===== src/rtl/assert_macros.svh =====
// ----------------------------------------------------------------------------
// Assertion macros
// Shared concurrent assertion shorthands for the RTL.
// ----------------------------------------------------------------------------
`ifndef ASSERT_MACROS_SVH
`define ASSERT_MACROS_SVH

`ifndef ASSERT_OFF
`define ASSERT_SAME(lbl, clk, rst, ante, cons, msg) \
  lbl: assert property (@(posedge clk) disable iff (rst) (ante) |-> (cons)) else $error(msg);
`define ASSERT_NEXT(lbl, clk, rst, ante, cons, msg) \
  lbl: assert property (@(posedge clk) disable iff (rst) (ante) |=> (cons)) else $error(msg);
`else
`define ASSERT_SAME(lbl, clk, rst, ante, cons, msg)
`define ASSERT_NEXT(lbl, clk, rst, ante, cons, msg)
`endif

`endif


===== src/rtl/tvac_pkg.sv =====
`timescale 1ns / 1ps
// ----------------------------------------------------------------------------
// tvac_pkg
// Codes, widths and command types of the vent actuator controller.
// ----------------------------------------------------------------------------
package tvac_pkg;

  localparam int POS_W  = 24;
  localparam int TIME_W = 16;
  localparam int WIN_W  = 4;
  localparam int CFG_W  = 24;

  localparam logic [POS_W-1:0] POS_RESET = 24'd60000;

  localparam logic [1:0] ACT_TICK  = 2'd0;
  localparam logic [1:0] ACT_OPEN  = 2'd1;
  localparam logic [1:0] ACT_CLOSE = 2'd2;
  localparam logic [1:0] ACT_QUERY = 2'd3;

  localparam logic CFG_FULL_OPEN   = 1'b0;
  localparam logic CFG_RELAY_LEVEL = 1'b1;

  localparam logic [1:0] OP_NONE = 2'd0;
  localparam logic [1:0] OP_TICK = 2'd1;
  localparam logic [1:0] OP_REQ  = 2'd2;

  typedef struct packed {
    logic       capture;
    logic [1:0] op;
    logic       last;
  } ctl_cmd_t;

endpackage


===== src/rtl/tvac_ctrl.sv =====
`timescale 1ns / 1ps
// ----------------------------------------------------------------------------
// tvac_ctrl
// Sequencer: takes a transaction and steps the datapath over the windows.
// ----------------------------------------------------------------------------
`include "assert_macros.svh"

module tvac_ctrl #(
  parameter int WINDOW_COUNT = 4,
  parameter int IDX_W        = 2
) (
  input  logic                 clk,
  input  logic                 rst,
  input  logic                 start,
  input  logic [1:0]           action,
  output logic                 busy,
  output tvac_pkg::ctl_cmd_t   cmd,
  output logic [IDX_W-1:0]     idx
);
  import tvac_pkg::*;

  localparam logic [1:0] S_IDLE = 2'd0;
  localparam logic [1:0] S_TICK = 2'd1;
  localparam logic [1:0] S_REQ  = 2'd2;

  localparam logic [IDX_W-1:0] IDX_MAX = IDX_W'(WINDOW_COUNT - 1);

  logic [1:0]       state;
  logic [1:0]       state_next;
  logic [IDX_W-1:0] cnt;
  logic [IDX_W-1:0] cnt_next;

  assign busy = (state != S_IDLE);
  assign idx  = cnt;

  always_comb begin
    state_next  = state;
    cnt_next    = cnt;
    cmd.capture = 1'b0;
    cmd.op      = OP_NONE;
    cmd.last    = 1'b0;
    case (state)
      S_IDLE: begin
        if (start) begin
          cmd.capture = 1'b1;
          cnt_next    = '0;
          state_next  = (action == ACT_TICK) ? S_TICK : S_REQ;
        end
      end
      S_TICK: begin
        cmd.op = OP_TICK;
        if (cnt == IDX_MAX) begin
          cmd.last   = 1'b1;
          state_next = S_IDLE;
        end else begin
          cnt_next = cnt + 1'b1;
        end
      end
      S_REQ: begin
        cmd.op     = OP_REQ;
        cmd.last   = 1'b1;
        state_next = S_IDLE;
      end
      default: begin
        state_next = S_IDLE;
      end
    endcase
  end

  always_ff @(posedge clk) begin
    if (rst) begin
      state <= S_IDLE;
      cnt   <= '0;
    end else begin
      state <= state_next;
      cnt   <= cnt_next;
    end
  end

  `ASSERT_SAME(a_op_busy, clk, rst, cmd.op != OP_NONE, busy, "step issued while idle")
  `ASSERT_NEXT(a_last_idle, clk, rst, cmd.last, !busy, "sequence did not end after last step")
  `ASSERT_SAME(a_capture_idle, clk, rst, cmd.capture, !busy && start, "capture outside accept")
  `ASSERT_NEXT(a_tick_adv, clk, rst, cmd.op == OP_TICK && !cmd.last,
               cmd.op == OP_TICK && cnt == $past(cnt) + 1'b1, "window sweep skipped")
endmodule


===== src/rtl/tvac_datapath.sv =====
`timescale 1ns / 1ps
// ----------------------------------------------------------------------------
// tvac_datapath
// Per-window state, tick update, move request check and result register.
// ----------------------------------------------------------------------------
module tvac_datapath #(
  parameter int WINDOW_COUNT = 4,
  parameter int IDX_W        = 2
) (
  input  logic                          clk,
  input  logic                          rst,
  input  tvac_pkg::ctl_cmd_t            cmd,
  input  logic [IDX_W-1:0]              idx,
  input  logic [1:0]                    action,
  input  logic [tvac_pkg::WIN_W-1:0]    window_index,
  input  logic [tvac_pkg::POS_W-1:0]    target_position,
  input  logic [tvac_pkg::TIME_W-1:0]   elapsed_time,
  input  logic                          cfg_write,
  input  logic                          cfg_index,
  input  logic [tvac_pkg::CFG_W-1:0]    cfg_data,
  output logic                          strobe,
  output logic [tvac_pkg::WIN_W-1:0]    window_number,
  output logic                          accepted,
  output logic                          relay_open_drive,
  output logic                          relay_close_drive,
  output logic                          moving,
  output logic                          moving_open,
  output logic                          arrived,
  output logic [tvac_pkg::POS_W-1:0]    position_now,
  output logic                          last
);
  import tvac_pkg::*;

  localparam logic [WIN_W:0] WIN_LIMIT = (WIN_W + 1)'(WINDOW_COUNT);

  logic [POS_W-1:0] position    [WINDOW_COUNT];
  logic [POS_W-1:0] target      [WINDOW_COUNT];
  logic [POS_W-1:0] run_length  [WINDOW_COUNT];
  logic [POS_W-1:0] run_elapsed [WINDOW_COUNT];
  logic             dir_open    [WINDOW_COUNT];
  logic             win_busy    [WINDOW_COUNT];
  logic             driving     [WINDOW_COUNT];

  logic [1:0]        in_action;
  logic [WIN_W-1:0]  in_window;
  logic [POS_W-1:0]  in_target;
  logic [TIME_W-1:0] in_elapsed;
  logic              level_on;

  logic [IDX_W-1:0]  rd;
  logic              present;
  logic [POS_W:0]    sum;
  logic [POS_W-1:0]  sum_sat;
  logic              want_open;
  logic              is_req;
  logic              req_ok;
  logic [POS_W-1:0]  hi;
  logic [POS_W-1:0]  lo;

  logic              wr;
  logic              arr;
  logic              acc;
  logic [POS_W-1:0]  pos_next;
  logic [POS_W-1:0]  tgt_next;
  logic [POS_W-1:0]  len_next;
  logic [POS_W-1:0]  el_next;
  logic              dir_next;
  logic              busy_next;
  logic              drv_next;

  always_ff @(posedge clk) begin
    if (cmd.capture) begin
      in_action  <= action;
      in_window  <= window_index;
      in_target  <= target_position;
      in_elapsed <= elapsed_time;
    end
  end

  always_ff @(posedge clk) begin
    if (rst) begin
      level_on <= 1'b0;
    end else if (cfg_write && cfg_index == CFG_RELAY_LEVEL) begin
      level_on <= cfg_data[0];
    end
  end

  assign rd        = (cmd.op == OP_TICK) ? idx : in_window[IDX_W-1:0];
  assign present   = (cmd.op == OP_TICK) || ({1'b0, in_window} < WIN_LIMIT);
  assign sum       = {1'b0, run_elapsed[rd]} + (POS_W + 1)'(in_elapsed);
  assign sum_sat   = sum[POS_W] ? {POS_W{1'b1}} : sum[POS_W-1:0];
  assign want_open = (in_action == ACT_OPEN);
  assign is_req    = (in_action == ACT_OPEN) || (in_action == ACT_CLOSE);
  assign hi        = want_open ? in_target : position[rd];
  assign lo        = want_open ? position[rd] : in_target;
  assign req_ok    = is_req && present && !win_busy[rd] && (hi > lo);

  always_comb begin
    wr        = 1'b0;
    arr       = 1'b0;
    acc       = 1'b0;
    pos_next  = position[rd];
    tgt_next  = target[rd];
    len_next  = run_length[rd];
    el_next   = run_elapsed[rd];
    dir_next  = dir_open[rd];
    busy_next = win_busy[rd];
    drv_next  = driving[rd];
    case (cmd.op)
      OP_TICK: begin
        wr = 1'b1;
        if (!win_busy[rd]) begin
          drv_next = 1'b0;
        end else if (sum_sat >= run_length[rd]) begin
          pos_next  = target[rd];
          len_next  = '0;
          el_next   = '0;
          busy_next = 1'b0;
          drv_next  = 1'b0;
          arr       = 1'b1;
        end else begin
          el_next  = sum_sat;
          drv_next = 1'b1;
        end
      end
      OP_REQ: begin
        if (req_ok) begin
          wr        = 1'b1;
          acc       = 1'b1;
          len_next  = hi - lo;
          el_next   = '0;
          tgt_next  = in_target;
          dir_next  = want_open;
          busy_next = 1'b1;
        end
      end
      default: begin
        wr = 1'b0;
      end
    endcase
  end

  always_ff @(posedge clk) begin
    if (rst) begin
      for (int i = 0; i < WINDOW_COUNT; i++) begin
        position[i]    <= POS_RESET;
        target[i]      <= '0;
        run_length[i]  <= POS_RESET;
        run_elapsed[i] <= '0;
        dir_open[i]    <= 1'b0;
        win_busy[i]    <= 1'b1;
        driving[i]     <= 1'b0;
      end
    end else if (wr) begin
      position[rd]    <= pos_next;
      target[rd]      <= tgt_next;
      run_length[rd]  <= len_next;
      run_elapsed[rd] <= el_next;
      dir_open[rd]    <= dir_next;
      win_busy[rd]    <= busy_next;
      driving[rd]     <= drv_next;
    end
  end

  always_ff @(posedge clk) begin
    if (rst) begin
      strobe <= 1'b0;
      last   <= 1'b0;
    end else begin
      strobe <= (cmd.op != OP_NONE);
      last   <= cmd.last;
    end
  end

  always_ff @(posedge clk) begin
    if (cmd.op != OP_NONE) begin
      window_number     <= (cmd.op == OP_TICK) ? WIN_W'(idx) : in_window;
      accepted          <= acc;
      arrived           <= arr;
      relay_open_drive  <= (present && drv_next && dir_next) ? level_on : ~level_on;
      relay_close_drive <= (present && drv_next && !dir_next) ? level_on : ~level_on;
      moving            <= present && busy_next;
      moving_open       <= present && busy_next && dir_next;
      position_now      <= present ? pos_next : '0;
    end
  end
endmodule


===== src/rtl/timed_vent_actuator_control.sv =====
`timescale 1ns / 1ps
// ----------------------------------------------------------------------------
// timed_vent_actuator_control
// Run-time vent motor controller with per-window relay pair drive.
// ----------------------------------------------------------------------------
// Tick: WINDOW_COUNT results on consecutive cycles, one per window in the sequencer's sweep.
// Request or query: one result. Each result is registered after the sequencer step that makes it.
// A new start is taken only while idle, after the sweep or request step ends; busy is high meanwhile.
// Results are strobed for one cycle; the receiver cannot stall.
// Synchronous reset: all windows closing from 60000 toward 0, relays off.
module timed_vent_actuator_control #(
  parameter int WINDOW_COUNT = 4
) (
  input  logic                          clk,
  input  logic                          rst,
  input  logic                          start,
  output logic                          busy,
  input  logic [1:0]                    action,
  input  logic [tvac_pkg::WIN_W-1:0]    window_index,
  input  logic [tvac_pkg::POS_W-1:0]    target_position,
  input  logic [tvac_pkg::TIME_W-1:0]   elapsed_time,
  input  logic                          cfg_valid,
  output logic                          cfg_ready,
  input  logic                          cfg_index,
  input  logic [tvac_pkg::CFG_W-1:0]    cfg_data,
  output logic                          strobe,
  output logic [tvac_pkg::WIN_W-1:0]    window_number,
  output logic                          accepted,
  output logic                          relay_open_drive,
  output logic                          relay_close_drive,
  output logic                          moving,
  output logic                          moving_open,
  output logic                          arrived,
  output logic [tvac_pkg::POS_W-1:0]    position_now,
  output logic                          last
);
  import tvac_pkg::*;

  localparam int IDX_W = (WINDOW_COUNT > 1) ? $clog2(WINDOW_COUNT) : 1;

  ctl_cmd_t         cmd;
  logic [IDX_W-1:0] idx;

  assign cfg_ready = !busy;

  tvac_ctrl #(
    .WINDOW_COUNT(WINDOW_COUNT),
    .IDX_W       (IDX_W)
  ) u_ctrl (
    .clk   (clk),
    .rst   (rst),
    .start (start),
    .action(action),
    .busy  (busy),
    .cmd   (cmd),
    .idx   (idx)
  );

  tvac_datapath #(
    .WINDOW_COUNT(WINDOW_COUNT),
    .IDX_W       (IDX_W)
  ) u_datapath (
    .clk              (clk),
    .rst              (rst),
    .cmd              (cmd),
    .idx              (idx),
    .action           (action),
    .window_index     (window_index),
    .target_position  (target_position),
    .elapsed_time     (elapsed_time),
    .cfg_write        (cfg_valid && cfg_ready),
    .cfg_index        (cfg_index),
    .cfg_data         (cfg_data),
    .strobe           (strobe),
    .window_number    (window_number),
    .accepted         (accepted),
    .relay_open_drive (relay_open_drive),
    .relay_close_drive(relay_close_drive),
    .moving           (moving),
    .moving_open      (moving_open),
    .arrived          (arrived),
    .position_now     (position_now),
    .last             (last)
  );
endmodule


===== config.mk =====
export PLATFORM = sky130hd
export DESIGN_NAME = timed_vent_actuator_control
export DESIGN_NICKNAME = d
export VERILOG_FILES = /design/src/rtl/tvac_pkg.sv /design/src/rtl/tvac_ctrl.sv /design/src/rtl/tvac_datapath.sv /design/src/rtl/timed_vent_actuator_control.sv
export VERILOG_INCLUDE_DIRS = /design/src /design/src/rtl
export SDC_FILE = /design/constraint.sdc
export NUM_CORES = 1
export LEC_CHECK = 0
export ABC_AREA = 1
export BUFFER_PORTS_ARGS = -buffer_cell sky130_fd_sc_hd__buf_2
export CORE_MARGIN = 2
export CORE_UTILIZATION = 39
export CTS_CLUSTER_DIAMETER = 60
export DETAILED_ROUTE_END_ITERATION = 6
export PLACE_DENSITY_LB_ADDON = 0.08
export SETUP_SLACK_MARGIN = 0.5
export SYNTH_ARGS = -nofsm -noshare
export SYNTH_HDL_FRONTEND = slang
export SYNTH_HIERARCHICAL = 1
export SYNTH_SLANG_ARGS = --single-unit

===== constraint.sdc =====
create_clock -name clk -period 7.7 [get_ports clk]
set_input_delay 0 -clock clk [delete_from_list [all_inputs] [get_ports clk]]
set_output_delay 0 -clock clk [all_outputs]
set_load 0.02 [all_outputs]

# == Word level (Yosys, flattened, before mapping) ==
# Memory sizes are Yosys's and may differ from the RTL's.
# Index checks and enable logic that the tools add are counted.
# op_classes
mux,67
eq_ne,10
div_mod_pow,0
shifts,0
magnitude_cmp,3
n_bitwise,1
add_sub_neg,3
mul,0
reduce_logical,30
# ops
op,count
$mux 24,18
$pmux 24 s2,2
$reduce_or 24->1,4
$mux 1,28
$mux 2,14
$add 24x16->25,1
$ge 24x24->1,1
$gt 24x24->1,1
$sub 24x24->24,1
$logic_and 1x1->1,10
$eq 2x2->1 const B,4
$pmux 2 s2,2
$eq 2x1->1 const B,3
$pmux 3 s2,1
$reduce_bool 2->1,3
$logic_not 2->1,2
$lt 4x3->1 const B,1
$ne 2x2->1 const B,2
$pmux 1 s2,2
$reduce_and 2->1,2
$logic_not 1->1,3
$reduce_and 3->1,1
$reduce_or 1->1,3
$add 2x1->2 const B,1
other kinds (3),4
# totals
ramBits,396
mem_bits_ro,0
mem_count,7
latchBits,0
output_inout_bits,38
ff_bits,87
in_bits,75
# mem_list
memory,depth,width,read_ports,rd_ports_with_merged_regs,wr,line_no,text
u_datapath.position,4,24,1,0,4,tvac_datapath.sv:36,logic [POS_W-1:0] position [WINDOW_COUNT];
u_datapath.run_elapsed,4,24,1,0,4,tvac_datapath.sv:39,logic [POS_W-1:0] run_elapsed [WINDOW_COUNT];
u_datapath.run_length,4,24,1,0,4,tvac_datapath.sv:38,logic [POS_W-1:0] run_length [WINDOW_COUNT];
u_datapath.target,4,24,1,0,4,tvac_datapath.sv:37,logic [POS_W-1:0] target [WINDOW_COUNT];
u_datapath.dir_open,4,1,1,0,4,tvac_datapath.sv:40,logic dir_open [WINDOW_COUNT];
u_datapath.driving,4,1,1,0,4,tvac_datapath.sv:42,logic driving [WINDOW_COUNT];
1 more memories,n/a,n/a,n/a,n/a,n/a,n/a,

# == Logic depth before layout (Yosys ltp) ==
# Gate-level depths: netlist of run 1.
# An unclocked memory read counts as a cell.
# depth
word_depth,16
ltp_mapped,49

# == Modules after synthesis ==
# The synthesis of run 1 kept the hierarchy.
# modules_own_cells
mod,cells_each,n_inst,area_per_inst_um2
tvac_datapath,2731,1,25024.0
tvac_ctrl,51,1,325.3
timed_vent_actuator_control,3,1,13.8

# == Worst setup path before layout of run 1 ==
# OpenSTA, ideal clock, no wires.
# synth_timing
path_kind,reg-to-reg
startpoint,reg u_ctrl.state[1]
endpoint,mem u_datapath.dir_open[2] (enable)
arrival_time_ns,6.358
t_required_ns,7.240
n_path_buf,7
period_less_slack_ns,6.818
setup_slack_ns,0.882
path_stages_with_launch,32
path_cell_list,dfxtp_1 -> inv_1 -> ha_1 -> ha_1 -> buf_4 -> nand2_4 -> nand2_4 -> buf_4 -> buf_4 -> nand2_1 -> buf_2 -> clkinv_1 -> clkbuf_1 -> a22oi_1 -> nand2_1 -> nand2_1 -> o21ai_0 -> ha_1 -> nand3_1 -> inv_1 -> nand4_1 -> nor2_1 -> nand2_1 -> nand3_2 -> nand3_2 -> nand2_4 -> nand2_4 -> nor2_8 -> inv_2 -> buf_6 -> buf_6 -> nand2_1
# synth_lines
item,line_no,text
start: declaration,tvac_ctrl.sv:28,logic [1:0] state;
start signal: assignment,tvac_ctrl.sv:75,state <= state_next;
end: declaration,tvac_datapath.sv:40,

==> metrics.csv, run 1 <==
stage,metric,value,unit
global_routing,GRT Total Usage,24.6,%
cts,clk slew on worst S/H paths,60,ps
cts,Worst-Skew Late Latency,620,ps
finish,fillcell total,6300,
setup_path,worst setup path class,flop to flop,
setup_path,CP startpoint kind,flop,
sta,Max Fclk,148,MHz
status,status,completed,
logic_synthesis,Syn Nets,2914,
job,Max-Cap Viols,0,
floorplan,Starting Density,39.4,%
finish,area grow syn2layout,16.0,%
setup_path,crit-path max FO,44,
setup_path,crit-path leading delay family,compound AO/OA/AOI/OAI gates,
global_routing,initial antenna violation count,0,
setup_path,worst path arrival time,7070,ps
finish,Post-Layout Cell Count,3828,
setup_path,CP required,8040,ps
sta,Fin. Hold Viols,0,
finish,layout cell share with drive strength beyond 1,11.6,%
sta,worst rel slew slack,35.3,%
cts,Clock Root Buffer,clkbuf_16,
power,VDD IR max,0.192,mV
detailed_routing,total number of vias,20365,
global_routing,first-pass GRT wire length,124000,µm
cts,Max Buffers Root-to-Sink,3,
finish,nets,3058,
logic_synthesis,mux share of post-synthesis cell area,0,%
logic_synthesis,Synth Cell Area,25400,µm²
sta,ratio of final minimum period to clock period,87.5,%
logic_synthesis,post-synthesis cell count,2785,
cts,CTS tree,done,
sta,Period minus WS final,6730,ps
detailed_routing,First-pass DRT Iterations,5,
power,overall power,7.13,mW
sta,worst-margin pin slew,965,ps
floorplan,# IOs,113,
power,LEAKAGE,12.2,nW
cts,H-tree depth,2,
placement,PortBufs,89,
global_routing,vias in the first global route,20017,
logic_synthesis,post-synthesis xor/xnor area fraction,0.863,%
floorplan,Die X,259,µm
worst_hold_path,Hold Path Class,input port to flop,
logic_synthesis,"Seq/Total Area, Yosys",56.8,%
sta,setup TNS,0,ps
logic_synthesis,prevailing post-synth register cell,edfxtp_1,
placement,placed instance count,3669,
detailed_routing,drt first-iter violations,1665,
detailed_routing,Routed Wire Length,83200,µm
logic_synthesis,mean area per synthesized cell,9.11,µm²
logic_synthesis,Ys Warns,6,
logic_synthesis,Post-synth EDFFs,473,
power,PwrDens,242,nW/µm²
placement,GPL Wtd Cong,0.885,
cts,number of CTS-inserted buffers,58,
setup_path,CP dominant cell by count,nand2_1,
logic_synthesis,Synth Register Bits,483,
logic_synthesis,post-synth cell types,47,
finish,Antenna Cells,0,
global_routing,GRT overflow,0,
logic_synthesis,Synth Area in Adders,2.69,%
sta,RSZ-0062 raised after global routing,yes,
detailed_routing,vias per cell,5.32,
cts,TritonCTS sink count,483,
setup_path,"Slowest-stage cell, CP",dfxtp_1,
sta,clock skew,21.7,ps
placement,hpwl dp,51700,µm
setup_path,delay of the slowest critical-path stage,360,ps
logic_synthesis,Synth Area in Simple Gates,22.8,%
detailed_routing,routed len/inst,21.7,µm
sta,count of final setup violators,0,
sta,Final Max Tran Viols,0,
floorplan,die span in y,259,µm
logic_synthesis,"FFs w/ async S/R, synth",0,%
global_routing,pin count of the biggest net entering global routing,96,
floorplan,core area,64300,µm²
logic_synthesis,compound-gate portion of the synthesized area,9.48,%
floorplan,# rows,93,
logic_synthesis,largest family of logic cells by synthesized area,simple AND/OR/NAND/NOR gates,
setup_path,WP buf/inv,11,
floorplan,die area,67100,µm²
setup_path,CP endpoint kind,flop,
detailed_routing,# DRC,0,
detailed_routing,Routed Antenna Nets,0,
-- layer usage --
layer  GRT usage (%)  vias to the layer above  share of wire, %
li1                -                     9636                 -
met2            40.2                      614                46
met3            3.91                      132               6.4
met4            6.66                        0               2.4
met5               0                        -                 0
met1            34.0                     9983                45
-- cells in the final DEF (no fill, tap or decap), drive strengths merged, types with 9 or more instances in the layout --
cell type	instances
nand2	597
nor2	535
edfxtp	473
inv	322
nand3	206
o21ai	188
buf	159
clkbuf	79
a21oi	76
a22oi	58
ha	53
dlygate4sd3	51
o221ai	38
clkinv	23
xor2	21
nand4	20
nand3b	13
o22ai	13
dfxtp	10
nor3	9
-- sequential cells by signal, summed over array words and instances (netlist names), 4 cells and up --
| name | count |
|---|---|
| u_datapath/dir_open | 4 |
| u_datapath/driving | 4 |
| u_datapath/in_elapsed | 16 |
| u_datapath/in_target | 24 |
| u_datapath/in_window | 4 |
| u_datapath/position | 96 |
| u_datapath/position_now | 24 |
| u_datapath/run_elapsed | 96 |
| u_datapath/run_length | 96 |
| u_datapath/target | 96 |
| u_datapath/win_busy | 4 |
| u_datapath/window_number | 4 |
-- metrics by stage --
stage | util [%] | cell area, µm² | worst slack, ps | hold WS (ps)
5_1_grt | 45.7 | 29400 | 449 | 71.3
3_5_place_dp | 41.9 | 27000 | 507 | 178
2_1_floorplan | - | 25400 | 882 | 66.7
6_report | 45.7 | 29400 | 965 | 86.6
4_1_cts | 45.5 | 29300 | 669 | 47.8
3_3_place_gp | 41.9 | 27000 | 591 | 178
-- final cells by class --
cell class                      instances  area (µm²)  share of cell area [%]
Multi-Input combinational cell       1849        9240                    31.4
Timing Repair Buffer                  210        1640                    5.59
Inverter                              327        1230                    4.19
Clock buffer                           79        1590                    5.42
Clock inverter                         25         239                   0.812
Tap cell                              855        1070                    3.64
Sequential cell                       483       14400                    48.9
-- power by group --
part	internal, mW	switching [mW]	total (mW)
logic	0.429	1.01	1.44
registers	2.99	0.0404	3.03
clock network	1.57	1.09	2.66
total	4.99	2.14	7.13
-- path summary, 6_finish.rpt --
kind	from	end	slack [ps]	cells after the start
setup / recovery	u_ctrl/state[1]$_SDFFE_PP0P_	u_datapath/position[0][17]$_SDFFCE_PN0P_	970	34
hold / removal	elapsed_time[10]	u_datapath/in_elapsed[10]$_DFFE_PP_	90	2
hold reg to reg	u_datapath/win_busy[2]$_DFF_P_	u_datapath/win_busy[2]$_DFF_P_	500	2
setup reg to reg	u_ctrl/state[1]$_SDFFE_PP0P_	u_datapath/position[0][17]$_SDFFCE_PN0P_	970	34
-- kinds of logic (layout without fill, tap and decap cells) --
logic type      Yosys count  count (layout)
compound gates          387             387
flops                   483             483
simple gates           1383            1383
buf+inv                 453             641
fa+ha+maj                54              54
xor+xnor                 25              25
-- worst register-to-register path: cells and delay by family (launching register included) --
kind / cells / cell delay [ps]
AOI/OAI and AO/OA: 7 / 1740
adders and majority gates: 4 / 1020
buffers and inverters: 11 / 1710
DFF: 1 / 360
and+or+nand+nor: 12 / 1600
-- synthesized netlist by cell type, types with 2 or more instances --
library cell	instances	area share [%]
nand3_2	15	0.59
o221ai_1	38	1.3
a21oi_2	2	0.069
nand2_4	4	0.18
o21ai_0	185	3.7
nor2_2	18	0.44
buf_1	13	0.19
inv_2	5	0.074
nand4_2	2	0.099
buf_6	14	0.62
xor2_1	21	0.73
buf_2	32	0.63
a22oi_2	19	0.94
o21bai_1	4	0.12
a31oi_1	2	0.049
ha_1	53	2.6
o2111ai_1	3	0.10
clkinv_1	5	0.074
o21ai_4	2	0.13
edfxtp_1	473	56
nor3_1	9	0.18
inv_1	317	4.7
xnor2_1	4	0.14
o22ai_1	13	0.32
a22oi_1	39	1.2
nand4_1	18	0.44
a21oi_1	74	1.5
buf_4	9	0.27
dfxtp_1	10	0.79
nand3b_1	13	0.38
nand2_2	11	0.27
clkbuf_1	57	0.84
nand3_1	191	3.8
nor2_1	516	7.6
nand2_1	582	8.6
-- repair_timing --
action / CTS / global route
gates resized for setup: 1 / 45
setup buffers: 0 / 4
endpoints found under the setup margin: 3 / 324
endpoints found under the hold margin: 55 / 0
pin swaps: 0 / 3
hold buffers: 51 / 0
Note: power is estimated with default switching activity, not from simulation.
==> run 2, diff against run 1 <==
--- a/config.mk
+++ b/config.mk
@@ -14,6 +14,7 @@
 export DETAILED_ROUTE_END_ITERATION = 6
 export PLACE_DENSITY_LB_ADDON = 0.08
 export SETUP_SLACK_MARGIN = 0.5
+export SLEW_MARGIN = 0
 export SYNTH_ARGS = -nofsm -noshare
 export SYNTH_HDL_FRONTEND = slang
 export SYNTH_HIERARCHICAL = 1
==> constraint.sdc (replaced) <==
create_clock -name clk -period 8.6 [get_ports clk]
set_input_delay 0 -clock clk [delete_from_list [all_inputs] [get_ports clk]]
set_output_delay 0 -clock clk [all_outputs]
set_load 0.02 [all_outputs]
==> run 2 against run 1 <==
Worst setup slack gained 180 ps. Sequential power shrank 11%. Cell count shrank 0.44%. Sequential share of layout area grew 0.65 points. Die area is the same. Hold slack gained 11 ps. Critical path type unchanged. Largest cell class unchanged.
==> metrics.csv, run 2 (synthesized netlist as in run 1, its figures left out) <==
stage,metric,value,unit
status,status,completed,
placement,pre-CTS WS,1100,ps
cts,number of CTS-inserted buffers,55,
sta,setup TNS,0,ps
global_routing,first-pass GRT wire length,125000,µm
finish,Post-Layout Cell Count,3811,
power,PwrDens,214,nW/µm²
floorplan,Die X,259,µm
setup_path,delay of the slowest critical-path stage,490,ps
power,VDD IR max,0.147,mV
detailed_routing,total number of vias,20288,
finish,area grow syn2layout,14.5,%
cts,TritonCTS sink count,483,
setup_path,crit-path max FO,23,
sta,count of final setup violators,0,
global_routing,GRT Total Usage,24.8,%
placement,GPL Wtd Cong,0.892,
global_routing,vias in the first global route,19788,
setup_path,worst path arrival time,7770,ps
placement,hpwl dp,52200,µm
sta,Fin. Hold Viols,0,
job,Max-Cap Viols,0,
floorplan,die area,67100,µm²
cts,Worst-Skew Late Latency,610,ps
setup_path,CP required,8920,ps
detailed_routing,drt first-iter violations,1748,
floorplan,Starting Density,39.4,%
finish,"commonest non-fill, non-tap cell in the layout",nand2_1,
sta,clock skew,26.5,ps
cts,clk slew on worst S/H paths,60,ps
placement,placed instance count,3662,
detailed_routing,# DRC,0,
setup_path,"Slowest-stage cell, CP",nor2_1,
global_routing,pin count of the biggest net entering global routing,86,
detailed_routing,vias per cell,5.32,
detailed_routing,Routed Wire Length,83300,µm
placement,PortBufs,89,
sta,worst-margin pin slew,1030,ps
setup_path,flop-to-flop setup slack,1140,ps
floorplan,die span in y,259,µm
setup_path,CP startpoint kind,flop,
setup_path,WP buf/inv,10,
finish,fin util,45.1,%
cts,Clock Root Buffer,clkbuf_16,
sta,Setup WS post-layout,1140,ps
floorplan,# IOs,113,
sta,Final Max Tran Viols,0,
setup_path,CP endpoint kind,flop,
sta,RSZ-0062 raised after global routing,no,
setup_path,worst setup path class,flop to flop,
detailed_routing,First-pass DRT Iterations,5,
sta,ratio of final minimum period to clock period,86.7,%
finish,"leading cell types in the layout, fill and taps excluded","577 x nand2_1, 516 x nor2_1, 473 x edfxtp_1",
worst_hold_path,Hold Path Class,input port to flop,
power,LEAKAGE,12.0,nW
cts,CTS tree,done,
setup_path,crit-path leading delay family,simple AND/OR/NAND/NOR gates,
finish,layout cell share with drive strength beyond 1,10.4,%
detailed_routing,routed len/inst,21.9,µm
floorplan,core area,64300,µm²
cts,H-tree depth,2,
sta,Period minus WS final,7460,ps
finish,nets,3044,
cts,postcts setup bufs,0,
setup_path,CP dominant cell by count,nand2_1,
finish,Antenna Cells,0,
detailed_routing,Routed Antenna Nets,0,
finish,fillcell total,6287,
global_routing,GRT overflow,0,
global_routing,initial antenna violation count,0,
sta,worst rel slew slack,31.2,%
sta,Max Fclk,134,MHz
sta,final hold slack,97.3,ps
cts,Max Buffers Root-to-Sink,3,
floorplan,# rows,93,
==> run 2: repair_timing <==
action | CTS | global route
endpoints found under the setup margin | 0 | 20
hold buffers | 51 | 0
endpoints found under the hold margin | 55 | 0
resized for setup | 0 | 1
==> run 2: worst register-to-register path, delay by kind of cell, from the launching register on <==
family,cells,cell delay (ps)
AND/OR/NAND/NOR,16,2550
flip-flops,1,400
buffers and inverters,10,1680
AO/OA/AOI/OAI,6,1340
adder cells (fa/ha/maj),4,1180
==> run 2: final cells by class <==
type | instances | area [µm²] | area share (%)
clock buffers | 68 | 1470 | 5.05
clock inverters | 30 | 208 | 0.715
multi-input cells | 1849 | 9150 | 31.5
inverters | 327 | 1230 | 4.24
well taps | 855 | 1070 | 3.68
repair buffers | 199 | 1510 | 5.21
flip-flops and latches | 483 | 14400 | 49.6
==> run 2: where the power goes <==
group          internal, mW  switching (mW)
Combinational         0.370           0.911
Sequential             2.68          0.0332
Clock                  1.26           0.959
Total                  4.31            1.90
==> run 2: worst paths after layout <==
path                                              startpoint                                         to  cells after the start
worst max register to register  u_ctrl/state[1]$_SDFFE_PP0P_  u_datapath/position_now[23]$_SDFFCE_PN0P_                     36
worst max-delay path            u_ctrl/state[1]$_SDFFE_PP0P_  u_datapath/position_now[23]$_SDFFCE_PN0P_                     36
worst min-delay path                        elapsed_time[12]        u_datapath/in_elapsed[12]$_DFFE_PP_                      2
worst min register to register  u_ctrl/state[0]$_SDFFE_PP0P_               u_ctrl/state[0]$_SDFFE_PP0P_                      2
==> run 2: per-stage QoR <==
stage                     power, mW  area (µm²)
final                          6.21       29000
after global routing           6.50       29000
after CTS                      6.27       29000
after detailed placement       4.01       26800
after global placement         4.00       26800
after floorplan                3.58       25400
==> run 2: routing by layer <==
metal / up-vias / global-route usage (%) / wire length, µm
li1: 9594 / - / -
met1: 9990 / 35.5 / 38700
met2: 597 / 40.0 / 38100
met3: 107 / 3.37 / 4760
met4: 0 / 5.94 / 1750
met5: - / 0 / 0
